File: src/rtl/gss_pkg.sv
// Shared types, constants and helpers for the golden-section search engine.
package gss_pkg;

   // Request modes and result kinds
   localparam logic MODE_START = 1'b0;
   localparam logic MODE_VALUE = 1'b1;
   localparam logic KIND_EVAL  = 1'b0;
   localparam logic KIND_DONE  = 1'b1;

   // Register indexes on the CSR port
   localparam logic CSR_MAX_ITERATIONS = 1'b0;
   localparam logic CSR_TOLERANCE      = 1'b1;

   // Register reset values
   localparam logic [15:0] MAX_ITERATIONS_RESET = 16'd500;
   localparam logic [31:0] TOLERANCE_RESET      = 32'd42950;

   // 1 - golden ratio conjugate as a Q0.32 fraction, and the rounding half
   localparam logic [31:0] GOLDEN_C_Q32 = 32'd1640531521;
   localparam logic [63:0] ROUND_HALF   = 64'h0000_0000_8000_0000;

   typedef struct packed {
      logic               mode;
      logic signed [31:0] left_end;
      logic signed [31:0] middle;
      logic signed [31:0] right_end;
      logic signed [31:0] func_value;
   } req_type;

   typedef struct packed {
      logic               kind;
      logic signed [31:0] eval_point;
      logic signed [31:0] best_point;
      logic signed [31:0] best_value;
      logic        [15:0] evaluations_used;
   } rsp_type;

   // magnitude of a signed 32-bit value, exact as unsigned
   function automatic logic [31:0] abs32(input logic signed [31:0] x);
      abs32 = x[31] ? (~x + 32'd1) : x;
   endfunction

   // |hi - lo| for two signed 32-bit values; always fits 32 bits unsigned
   function automatic logic [31:0] abs_diff(input logic signed [31:0] hi,
                                            input logic signed [31:0] lo);
      logic signed [32:0] d;
      logic signed [32:0] nd;
      d  = {hi[31], hi} - {lo[31], lo};
      nd = -d;
      abs_diff = d[32] ? nd[31:0] : d[31:0];
   endfunction

endpackage

File: src/rtl/gss_stop.sv
// Stopping test: evaluation limit and relative bracket width against tolerance.
module gss_stop import gss_pkg::*; (
   input  logic signed [31:0] outer_low,
   input  logic signed [31:0] outer_high,
   input  logic signed [31:0] inner_low,
   input  logic signed [31:0] inner_high,
   input  logic        [15:0] eval_count,
   input  logic        [15:0] max_iterations,
   input  logic        [31:0] tolerance,
   output logic               keep_going
);

   logic [31:0] width;
   logic [32:0] mag_sum;
   logic [64:0] lhs;
   logic [64:0] rhs;

   assign width   = abs_diff(outer_high, outer_low);
   assign mag_sum = {1'b0, abs32(inner_low)} + {1'b0, abs32(inner_high)};
   assign lhs     = {1'b0, width, 32'd0};
   assign rhs     = {33'd0, tolerance} * {32'd0, mag_sum};

   assign keep_going = (eval_count < max_iterations) && (lhs > rhs);

endmodule

File: config.mk
export PLATFORM = sky130hd
export DESIGN_NAME = gss_stop
export DESIGN_NICKNAME = d
export VERILOG_FILES = /design/src/rtl/gss_pkg.sv /design/src/rtl/gss_stop.sv
export SDC_FILE = /design/constraint.sdc
export NUM_CORES = 2
export LEC_CHECK = 0
export BUFFER_PORTS_ARGS = -buffer_cell sky130_fd_sc_hd__buf_4
export CAP_MARGIN = 20
export CORE_ASPECT_RATIO = 1.25
export CORE_MARGIN = 2
export CORE_UTILIZATION = 60
export DETAILED_ROUTE_END_ITERATION = 10
export MAX_ROUTING_LAYER = met4
export PLACE_DENSITY = 0.74
export SETUP_SLACK_MARGIN = 0.02
export SYNTH_ARGS = -nofsm -noshare
export SYNTH_HDL_FRONTEND = slang
export SYNTH_SLANG_ARGS = --single-unit
export TNS_END_PERCENT = 10
File: constraint.sdc
create_clock -name vclk -period 22.8
set_input_delay 4.56 -clock vclk [all_inputs]
set_output_delay 4.56 -clock vclk [all_outputs]
set_load 0.1 [all_outputs]
Word level (Yosys, flattened, before mapping)
Cells that the tools add are included.

storage, ports and cells
  bits in registers = 0
  input port bits = 192

operators by class
  add/sub/neg operators = 5
  order comparisons = 2
  mux-type cells = 3
  multipliers = 1
  reductions and logical operators = 1
  bitwise operators = 2

operator list
  kind                                            number
  2-to-1 mux 32 bit                               3
  greater-than comparator 64 x 65 -> 1 bit        1
  multiplier 32 x 33 -> 65 bit                    1
  adder 32 x 1 -> 32 bit (second input constant)  2
  inverter 32 bit                                 2
  adder 32 x 32 -> 33 bit                         1
  subtractor 32 x 32 -> 33 bit                    1
  negator 32 bit                                  1
  less-than comparator 16 bit                     1
  logical AND 1 bit                               1

Logic depth before layout (Yosys ltp)
  depth in word-level cells = 7
  gate-level depth with buffers = 57

Worst setup path before layout
No wires, ideal clock.

  path type = input -> output
  from = input port inner_low[2]
  to = output port keep_going
  arrival time = 18.537 ns
  required time = 18.240 ns
  slack = -0.297 ns
  stages on the path = 51
  cells stage by stage = nor3_2 > nand3_1 > or3_4 > or4_4 > or3_4 > or4_4 > o31ai_1 > xnor2_1 > ha_1 > a21o_1 > a221o_1 > a21o_1 > a221oi_1 > xnor2_1 > clkbuf_1 > nand2_1 > fa_1 > inv_1 > [... 15 more ...] > a21o_1 > a21o_1 > a211oi_1 > o41ai_2 > a311oi_1 > o31ai_1 > xnor2_1 > ha_1 > nand4_1 > nor2_1 > nand3_1 > a311oi_1 > o221ai_1 > a2111oi_0 > and4_1 > nand3_1 > nor4b_1 > a311oi_1

on the way
  longest elaborated chain between the ends = 7

ends and longest elaborated chain
  what                                          line            source
  from (decl)                                   gss_stop.sv:5   input logic signed [31:0] inner_low,
  inverter 32 bit                               gss_pkg.sv:40   abs32 = x[31] ? (~x + 32'd1) : x;
  adder 32 x 1 -> 32 bit                        gss_pkg.sv:40
  2-to-1 mux 32 bit (*)                         gss_pkg.sv:40
  adder 32 x 32 -> 33 bit (*)                   gss_stop.sv:19  assign mag_sum = {1'b0, abs32(inner_low)} + {1'b0, abs32(inner_high)};
  multiplier 32 x 33 -> 65 bit (*)              gss_stop.sv:21  assign rhs = {33'd0, tolerance} * {32'd0, mag_sum};
  greater-than comparator 64 x 65 -> 1 bit (*)  gss_stop.sv:23  assign keep_going = (eval_count < max_iterations) && (lhs > rhs);
  logical AND 1 bit (*)                         gss_stop.sv:23
  to (decl)                                     gss_stop.sv:10  output logic keep_going

Every way passes the cells marked *; elsewhere a longest branch is shown, timed or not.

Worst setup path after layout
  from = input port inner_low[1]
  to = output port keep_going

Same word-level chain as after synthesis.

==> summary.txt <==
Status
  – Status: finished clean

Layout
  – Finished Layout Cells: roughly 5,700
  – Nets@finish: 6,360
  – FF+latch count: 0
  – Register area: 0 µm²
  – Utilization after layout: 65.7%
  – Most frequent cells in the layout: 1,001 x inv_1, 919 x fa_1, 710 x nand2_1
  – Final instance area: roughly 0.044 mm²
  – Layout clock buffer count: 0
  – Commonest non-fill, non-tap cell in the layout: inv_1
  – Layout cells sized above 1: under 10%
  – Area grow syn2layout: 8.11%

Critical path
  – Worst Setup End Kind: primary output
  – Critical path type: primary input to primary output
  – CP arrival: about 18,000 ps
  – Critical path launch point type: primary input
  – Critical-path maximum fanout: 5
  – CP max stage delay: ~570 ps
  – Worst endpoint required time: 18,240 ps
  – Crit path top cell by count: buf_4
  – Worst path slowest cell: fa_2

Floorplan
  – Die Ht: ~300 µm
  – Effective utilization at floorplan: 60.8%
  – # IOs: approximately 190
  – Placement Rows: about 110
  – Core area: approximately 0.067 mm²
  – Die X: approximately 240 µm
  – Die area: approximately 0.07 mm²

Route
  – First drt pass iteration count: 5
  – Vias: ~33,000
  – Antenna-violating nets left: 0
  – DRC viols: 0
  – WL final: roughly 110,000 µm
  – Initial DRC Count: approximately 1,600
  – WL/cell: 18.8 µm
  – Vias/cell: 5.75

Place
  – Placed cells: ~5,700
  – # port buffers: 193
  – Gp weighted congestion: between 0.9 and 1
  – DP HPWL: around 90,000 µm
  – Area after DPL: around 0.043 mm²

Synthesis
  – Sequential share of the synthesized area: 0%
  – Synth Instances: approximately 4,800
  – Mapped Nets: around 6,300
  – Cell Area, Synth: 0.0408 mm²
  – Yosys top cell area share: 45.6%
  – Ys Warns: 0
  – Netlist cell types: between 70 and 80
  – Area leader, netlist: fa_1
  – Avg Cell Area, Syn: between 8 and 9 µm²
  – Top cells by area, synth: fa_1 46%, ha_1 12%, inv_1 9.2%

Hold path
  – Hold crit path type: primary input to primary output

Timing
  – Rel. slew slack: between 20% and 30%
  – Final setup fails: 0
  – Final critical-path required period: about 22,000 ps
  – Final hold vios: 0
  – Least-Margin Pin Slew: 1050 ps
  – Fmax: 44.8 MHz
  – Period Utilization, post-route: between 90% and 100%
  – Final Max Tran Viols: 0
  – Total Neg Setup Slack: 0 ps

CTS
  – Hold-fix buffers, CTS: 0

Global route
  – Largest net degree at the start of global routing: 34
  – All-Layer GR Usage: between 30% and 40%
  – Antenna violations before repair: 0
  – First-pass GRT wire length: roughly 180,000 µm
  – Global route overflow: 0
  – Vias in the first global route: roughly 36,000

Job
  – Max-Cap Viols: 0
## through the flow
step	hold WS (ps)	setup slack (ps)
6_report	9860	503
3_3_place_gp	9900	-14.5
5_1_grt	9910	-67.1
3_5_place_dp	9920	-148
2_1_floorplan	9570	659
4_1_cts	9920	84.6
## final cells by class
cell class / instances / area [µm²]
fillers: 5751 / 23000
inverters: 1004 / 3770
repair buffers: 311 / 2450
well taps: 864 / 1080
diodes: 1 / 2.50
multi-input cells: 3545 / 36800
## layer usage
layer / vias to the layer above / track usage, % / wire length [µm]
met5: - / - / 0
met4: 0 / 18.0 / 7300
met3: 417 / 1.93 / 4030
met2: 989 / 61.6 / 58700
met1: 16800 / 34.6 / 37500
li1: 14700 / - / -
## critical path: cells and delay by family
family | cells | cell delay [ps]
AND/OR/NAND/NOR | 15 | 3790
XOR/XNOR | 2 | 270
buffers and inverters | 9 | 1190
AO/OA/AOI/OAI | 16 | 3050
adder cells (fa/ha/maj) | 12 | 4820
## repair_timing
item,4_1_cts,5_1_grt
gates resized for setup,11,102
pin swaps,0,53
setup endpoints to repair,1,1
buffers inserted,2,18
gates cloned,0,1
## path summary, 6_finish.rpt
path	startpoint	cells after the start	to
min	eval_count[15]	7	keep_going
max	inner_low[1]	54	keep_going
## synth_stat cells (7+ instances only)
cell       count
clkbuf_1     231
nand3_1       38
o31a_1         8
o2111ai_1      7
nor4_1        10
mux2i_1        7
nor2b_1       15
or4_1         11
and3_1        23
nor3b_1        7
o21a_1        18
o21ai_0      106
nand2_1      711
a31oi_1       19
a211oi_1      18
buf_2         12
nor3_1        23
and4_1        11
nand4_1       30
a221o_1        8
o211ai_1      15
o31ai_1       27
fa_1         928
xor2_1        52
inv_1       1003
nand2b_1      27
o21bai_1      24
o41ai_1        9
and2_1       477
xnor2_1      143
nor2_1        85
a21oi_1      150
a21o_1        69
ha_1         378
## cells by family (layout without fill, tap and decap cells)
family	count (synthesis)	in the layout	share of synthesized area (%)
multiplexers	7	7	0.172
adder cells (fa/ha/maj)	1306	1306	57.2
buffers and inverters	1251	1315	11.6
AND/OR/NAND/NOR	1499	1499	18.2
AO/OA/AOI/OAI	537	538	8.65
other	0	1	0
XOR/XNOR	195	195	4.19
Power is not shown: default switching activity piles up to over one toggle a cycle in this logic, so the estimate is an artifact.
