`src/rtl/gss_pkg.sv`:
```
// Shared types, constants and helpers for the golden-section search engine.
package gss_pkg;

   // Request modes and result kinds
   localparam logic MODE_START = 1'b0;
   localparam logic MODE_VALUE = 1'b1;
   localparam logic KIND_EVAL  = 1'b0;
   localparam logic KIND_DONE  = 1'b1;

   // Register indexes on the CSR port
   localparam logic CSR_MAX_ITERATIONS = 1'b0;
   localparam logic CSR_TOLERANCE      = 1'b1;

   // Register reset values
   localparam logic [15:0] MAX_ITERATIONS_RESET = 16'd500;
   localparam logic [31:0] TOLERANCE_RESET      = 32'd42950;

   // 1 - golden ratio conjugate as a Q0.32 fraction, and the rounding half
   localparam logic [31:0] GOLDEN_C_Q32 = 32'd1640531521;
   localparam logic [63:0] ROUND_HALF   = 64'h0000_0000_8000_0000;

   typedef struct packed {
      logic               mode;
      logic signed [31:0] left_end;
      logic signed [31:0] middle;
      logic signed [31:0] right_end;
      logic signed [31:0] func_value;
   } req_type;

   typedef struct packed {
      logic               kind;
      logic signed [31:0] eval_point;
      logic signed [31:0] best_point;
      logic signed [31:0] best_value;
      logic        [15:0] evaluations_used;
   } rsp_type;

   // magnitude of a signed 32-bit value, exact as unsigned
   function automatic logic [31:0] abs32(input logic signed [31:0] x);
      abs32 = x[31] ? (~x + 32'd1) : x;
   endfunction

   // |hi - lo| for two signed 32-bit values; always fits 32 bits unsigned
   function automatic logic [31:0] abs_diff(input logic signed [31:0] hi,
                                            input logic signed [31:0] lo);
      logic signed [32:0] d;
      logic signed [32:0] nd;
      d  = {hi[31], hi} - {lo[31], lo};
      nd = -d;
      abs_diff = d[32] ? nd[31:0] : d[31:0];
   endfunction

endpackage

```
`src/rtl/gss_golden.sv`:
```
// Golden point unit: base + C * (toward - base), rounded and saturated.
module gss_golden import gss_pkg::*; (
   input  logic signed [31:0] base,
   input  logic signed [31:0] toward,
   output logic signed [31:0] point
);

   logic signed [32:0] diff;
   logic        [31:0] mag;
   logic        [63:0] prod;
   logic        [31:0] step;
   logic signed [33:0] base_wide;
   logic signed [33:0] step_wide;
   logic signed [33:0] sum;

   assign diff      = {toward[31], toward} - {base[31], base};
   assign mag       = abs_diff(toward, base);
   // round half away from zero on the magnitude
   assign prod      = ({32'd0, mag} * {32'd0, GOLDEN_C_Q32}) + ROUND_HALF;
   assign step      = prod[63:32];
   assign base_wide = {{2{base[31]}}, base};
   assign step_wide = {2'b00, step};
   assign sum       = diff[32] ? (base_wide - step_wide) : (base_wide + step_wide);

   always_comb begin
      if (!sum[33] && (sum[32:31] != 2'b00)) begin
         point = 32'sh7FFF_FFFF;
      end else if (sum[33] && (sum[32:31] != 2'b11)) begin
         point = 32'sh8000_0000;
      end else begin
         point = sum[31:0];
      end
   end

endmodule

```
`config.mk`:
```
export PLATFORM = sky130hd
export DESIGN_NAME = gss_golden
export DESIGN_NICKNAME = d
export VERILOG_FILES = /design/src/rtl/gss_pkg.sv /design/src/rtl/gss_golden.sv
export SDC_FILE = /design/constraint.sdc
export NUM_CORES = 1
export LEC_CHECK = 0
export CAP_MARGIN = 20
export CELL_PAD_IN_SITES_DETAIL_PLACEMENT = 0
export CELL_PAD_IN_SITES_GLOBAL_PLACEMENT = 1
export CORE_ASPECT_RATIO = 1.5
export CORE_MARGIN = 10
export CORE_UTILIZATION = 53
export DETAILED_ROUTE_END_ITERATION = 8
export DONT_BUFFER_PORTS = 1
export PLACE_DENSITY_LB_ADDON = 0.1
export SLEW_MARGIN = 20
export SYNTH_ARGS = -nofsm -noshare
export SYNTH_HDL_FRONTEND = slang
export SYNTH_SLANG_ARGS = --single-unit
```
`constraint.sdc`:
```
create_clock -name vclk -period 24.9
set_input_delay 4.98 -clock vclk [all_inputs]
set_output_delay 4.98 -clock vclk [all_outputs]
set_load 0.01 [all_outputs]
```
# Word-level counts from Yosys, hierarchy flattened
# Cells that the tools add are included.
# op_classes
n_mux	4
n_mul	1
n_reduce_logical	4
addsub	5
n_eq_ne	1
# op_table
operator	count
$mux W32	3
$add A63 B32 Y64 const B	1
$mul A32 B31 Y63 const B	1
$add A32 B33 Y34	1
$mux W34	1
$sub A32 B33 Y34	1
$sub A32 B32 Y33	1
$neg A32 Y32	1
$logic_and A1 B1 Y1	2
$ne A2 B2 Y1 const B	1
$reduce_bool A2 Y1	1
$logic_not A1 Y1	1
# totals
input_bits	64
elab_cells	15
regBits	0
output_inout_bits	32

# Depth between registers and ports, before layout
# Gate-level depths: netlist (run 1).
# logic_depth
word_depth	11
ltp_mapped	59
mapped_depth_nobuf	57

# Least setup slack after synthesis (run 1)
# Ideal clock, no wire load.
# synth_timing
path_type	input -> output
start	input port base[2]
end	output port point[0]
t_arrival_ps	18168
t_required_ps	19920
stages	54
n_path_buf	2
slack_ps	1752
path_cell_list	inv_1 -> ha_1 -> o21ai_1 -> a21o_1 -> a41oi_1 -> o21a_1 -> o21a_1 -> or3_1 -> a211o_1 -> nor2_1 -> or4b_1 -> or4_1 -> or2_2 -> o31ai_1 -> xnor2_1 -> fa_1 -> ha_1 -> fa_1 -> [... 18 more ...] -> o311ai_1 -> or2_2 -> nor3_2 -> nor2_1 -> xor2_1 -> ha_1 -> nand3_1 -> nor2_1 -> a221o_1 -> a31oi_1 -> o211a_1 -> a311oi_1 -> nor3b_1 -> nor3_1 -> a221oi_2 -> nand3_2 -> buf_6 -> a31oi_4
# synth_between
elab_chain_len	11
elab_cells_between_ends	15
cone_classes	add/sub: 5; mul: 1; eq/ne: 1; mux: 4; reduce/logical: 4
# synth_lines
element	line	text
start: declaration	gss_golden.sv:3	input logic signed [31:0] base,
$sub A32 B32 Y33	gss_pkg.sv:48, gss_golden.sv:16	
$neg A32 Y32	gss_pkg.sv:49	nd = -d;
$mux W32	gss_pkg.sv:50	abs_diff = d[32] ? nd[31:0] : d[31:0];
$mul A32 B31 Y63	gss_golden.sv:19	assign prod = ({32'd0, mag} * {32'd0, GOLDEN_C_Q32}) + ROUND_HALF;
$add A63 B32 Y64	gss_golden.sv:19	
$add A32 B33 Y34 / $sub A32 B33 Y34 (equally long branches)	gss_golden.sv:23	assign sum = diff[32] ? (base_wide - step_wide) : (base_wide + step_wide);
$mux W34 (*)	gss_golden.sv:23	
$ne A2 B2 Y1	gss_golden.sv:28	end else if (sum[33] && (sum[32:31] != 2'b11)) begin
$logic_and A1 B1 Y1	gss_golden.sv:28	
$mux W32	gss_golden.sv:28	
$mux W32 (*)	gss_golden.sv:26	if (!sum[33] && (sum[32:31] != 2'b00)) begin
end: declaration	gss_golden.sv:5	output logic signed [31:0] point
# Every way passes the cells marked *; elsewhere a longest branch is shown, timed or not.

# Worst setup path in the final report (run 1)
# layout_timing
start	input port base[2]
end	output port point[19]
# The elaborated chain is that of the path after synthesis.

==> results of run 1 <==
==> worst max-delay path: cells and delay by family <==
kind / cells / cell delay [ps]
adders and majority gates: 10 / 4210
AOI/OAI and AO/OA: 21 / 5080
xor gates and xnor gates: 3 / 730
buffers and inverters: 6 / 660
and+or+nand+nor: 12 / 3560
==> per-layer routing <==
layer	GRT usage (%)	vias to the layer above
li1	-	7986
met1	30.71	8191
met2	50.66	477
met3	2.687	141
met4	13.88	0
met5	0	-
==> cell families after synthesis <==
kind of cell	after synthesis	share of synthesized area (%)
fa+ha+maj	685	52.10
compound gates	525	19.28
simple gates	459	12.36
buf+inv	455	9.029
xor+xnor	147	6.748
mux	9	0.4829
==> through the flow <==
step | setup slack, ps | utilization (%) | hold WS [ps] | instances
after floorplan | 1752 | - | 10240 | 2280
after global placement | 378.5 | 56.40 | 10350 | 2796
after detailed placement | 190.4 | 56.40 | 10350 | 2796
after CTS | 127.9 | 56.40 | 10360 | 2796
after global routing | -19.07 | 56.89 | 10380 | 2802
final | 672.9 | 56.89 | 10360 | 2802
==> worst paths after layout <==
path | cells past startpoint | from | slack [ps] | to
setup / recovery | 52 | base[2] | 670 | point[19]
hold / removal | 3 | base[17] | 10360 | point[17]
==> final cells by class <==
type,instances,share of cell area (%)
Multi-Input combinational cell,1826,86.62
Timing Repair Buffer,81,3.093
Inverter,411,7.390
Tap cell,484,2.901
==> layout by cell type, fill, tap and decap left out, drive strengths merged, types with 25 or more instances in the layout <==
cell type  instances
buf               81
o21ai             91
nor3              46
nand3             30
nand2             98
nor2             104
inv              411
o22ai             30
ha               460
xnor2             78
xor2              70
a21oi            129
a21o              70
o211ai            25
fa               225
nand4             25
==> timing repair <==
item                                    CTS  global route
resized for setup                         0            24
buffers inserted                          0             5
endpoints found under the setup margin    0            32
==> impl_metrics.ini, run 1 <==
[status]
status = finished clean

[final_layout]
ff_latch_area_um2 = 0
area_delta_synth_final_pct = 6.017
drive_gt1_share_pct = 8.585
final_area_um2 = 20880
seq_cells = 0
antenna_cells = 0
fillCellCount = 3471
fin_nets = 3069
clkbuf_count = 0
multiInputGateArea_um2 = 18080

[drt]
drtIter0Drc = 760
first_pass_iters = 5
drt-met1-wl_mm = 24.33
drt-total-wl_mm = 64.06
wl_per_cell_um = 22.86
routed-wl-met2_mm = 32.74
highest_layer = met4
wl_met3_mm = 2.943
drtAntennaViolNets = 0
route.vias.total = 16800
vias_per_cell = 5.994
drc_errors = 0

[setup_path]
max_stage_delay_ps = 740
slowest_stage = nor4_1
setup.worst_path.class = in -> out
crit_top_cell = ha_1
critPathMaxFanout = 31
worstPathRequired_ps = 19920
arrival_ps = 19250
worst_setup_path_start_kind = input pin
critPathCaptureType = primary output

[synth]
synth_seq_area_share_pct = 0
synthCells = 2280
yosysWarnings = 0
synth.area.top_cells = ha_1 29%, fa_1 23%, inv_1 7.8%, xnor2_1 3.3%, a21oi_1 3.2%
yosysMostFrequentCell = ha_1
synthDominantCellAreaShare_pct = 29.23
yosys.area.top_type = ha_1
synth_common_cells = 460 x ha_1, 411 x inv_1, 225 x fa_1
syn_area_per_cell_um2 = 8.637
syn-num-nets = 3029
netlist_area_um2 = 19690
synthDistinctLibCells = 103

[die]
die_area_um2 = 45420
dieHeight_um = 256.1
core_area_um2 = 36690
fp.dieW_um = 177.4
start_util_pct = 53.67
row_count = 86
boundaryPins = 96

[global_routing]
grt_usage_pct = 27.64
grt_overflow_total = 0
grt_max_degree = 32
antenna_found_initial = 0
grt_pass1_vias = 17880
grt_pass1_wl_mm = 98.26

[timing]
report.final.setup_viol = 0
max_freq_mhz = 41.28
worst_pin_slew_ps = 981.5
finalHoldViolCount = 0
slew_violations = 0
slew_headroom_pct = 34.09
post-route-period-util_pct = 97.30
tns_ps = 0
period_needed_ps = 24230

[placement]
finalWeightedCongestion = 1.007
dp_hpwl_mm = 57.82
port_buffers = 0
placed_area_um2 = 20700

[run]
maxCapViolations = 0

[min_path]
hold_class = in -> out

[clock_network]
hold_buffers = 0
Power of run 1 is not shown: default switching activity piles up to over one toggle a cycle in this logic, so the estimate is an artifact.
==> run 2: changes to the inputs <==
--- a/config.mk
+++ b/config.mk
@@ -10,7 +10,7 @@
 export CELL_PAD_IN_SITES_GLOBAL_PLACEMENT = 1
 export CORE_ASPECT_RATIO = 1.5
 export CORE_MARGIN = 10
-export CORE_UTILIZATION = 53
+export CORE_UTILIZATION = 41
 export DETAILED_ROUTE_END_ITERATION = 8
 export DONT_BUFFER_PORTS = 1
 export PLACE_DENSITY_LB_ADDON = 0.1
==> run 2 against run 1 <==
Critical path depth grew 3. Worst hold slack lost 7.7 ps. Core utilization shrank 13 points. Largest cell class unchanged. Sequential share of layout area is the same.
==> impl_metrics.ini, run 2 (synthesized netlist as in run 1, its figures left out) <==
[timing]
setup_ws_ps = 720.1
slew_violations = 0
whs_ps = 10350
worst_pin_slew_ps = 886.0
period_needed_ps = 24180
post-route-period-util_pct = 97.11
max_freq_mhz = 41.36
slew_headroom_pct = 40.29
finalHoldViolCount = 0
report.final.setup_viol = 0

[drt]
drtAntennaViolNets = 0
vias_per_cell = 5.634
first_pass_iters = 5
drtIter0Drc = 785
route.vias.total = 16490
drt-total-wl_mm = 67.33
wl_per_cell_um = 23.00
drc_errors = 0

[status]
status = finished clean

[die]
row_count = 98
die_area_um2 = 57370
dieHeight_um = 288.4
core_area_um2 = 47580
fp.dieW_um = 198.9
start_util_pct = 41.39
boundaryPins = 96

[min_path]
hold_class = in -> out
min_from = base[17]
hold_depth = 3

[final_layout]
seq_cells = 0
antenna_cells = 0
ff_latch_area_um2 = 0
drive_gt1_share_pct = 8.939
final_common_cell = ha_1
clkbuf_count = 0
area_delta_synth_final_pct = 6.888
fin_nets = 3078
final_cell_mix = 458 x ha_1, 411 x inv_1, 225 x fa_1, 125 x a21oi_1, 102 x nor2_1
instances_no_fill = 2927

[run]
maxCapViolations = 0

[placement]
finalWeightedCongestion = 0.9566
placedCellCount = 2921
port_buffers = 0
dp_hpwl_mm = 61.38
dpl_worst_slack_ps = 249.5

[setup_path]
critPathMaxFanout = 9
worst_setup_path_start_kind = input pin
critPathCaptureType = primary output
arrival_ps = 19200
setup.worst_path.class = in -> out
max_stage_delay_ps = 570
worstPathRequired_ps = 19920
slowest_stage = or4b_4
crit_start = toward[0]

[clock_network]
hold_buffers = 0

[global_routing]
grt_usage_pct = 23.42
grt_overflow_total = 0
grt_max_degree = 35
grt_pass1_vias = 17900
antenna_found_initial = 0
grt_pass1_wl_mm = 103.1
run 2: changes by cell type in the layout (fill, tap and decap cells not counted), sizes merged:
| cell | before | now |
|---|---|---|
| xnor2 | 78 | 77 |
| buf | 81 | 91 |
run 2: worst max-delay path, delay by kind of cell:
kind	cells	cell delay (ps)
simple gates	13	3320
xor+xnor	3	700
fa+ha+maj	12	4800
buf+inv	8	1000
compound gates	19	4350
run 2: worst paths after layout:
kind | endpoint | slack [ps]
worst max-delay path | point[24] | 720
worst min-delay path | point[17] | 10350
run 2: area by class of cell:
| type | count | area, µm² |
|---|---|---|
| Fill cell | 4859 | 26530 |
| Tap cell | 600 | 750.7 |
| Inverter | 411 | 1543 |
| Timing Repair Buffer | 91 | 708.2 |
| Multi-Input combinational cell | 1825 | 18050 |
run 2: timing repair:
item                                    4_1_cts  5_1_grt
setup buffers                                 0        6
endpoints found under the setup margin        0       32
gates resized for setup                       0       30
run 2: layer usage:
layer	track usage, %	wire (µm)	vias to the layer above	share of wire [%]
met2	44.64	35850	319	53
li1	-	-	8009	-
met3	1.631	1853	102	2.8
met4	8.740	2946	0	4.4
met5	0	0	-	0
met1	26.40	26680	8060	40
run 2: stage by stage:
step                      setup TNS [ps]  utilization (%)  area [µm²]
after floorplan                        0                -       19690
after global placement                 0            43.92       20900
after detailed placement               0            43.92       20900
after CTS                              0            43.92       20900
after global routing              -413.1            44.24       21050
final                                  0            44.24       21050
Power of run 2 is left out for the same reason.
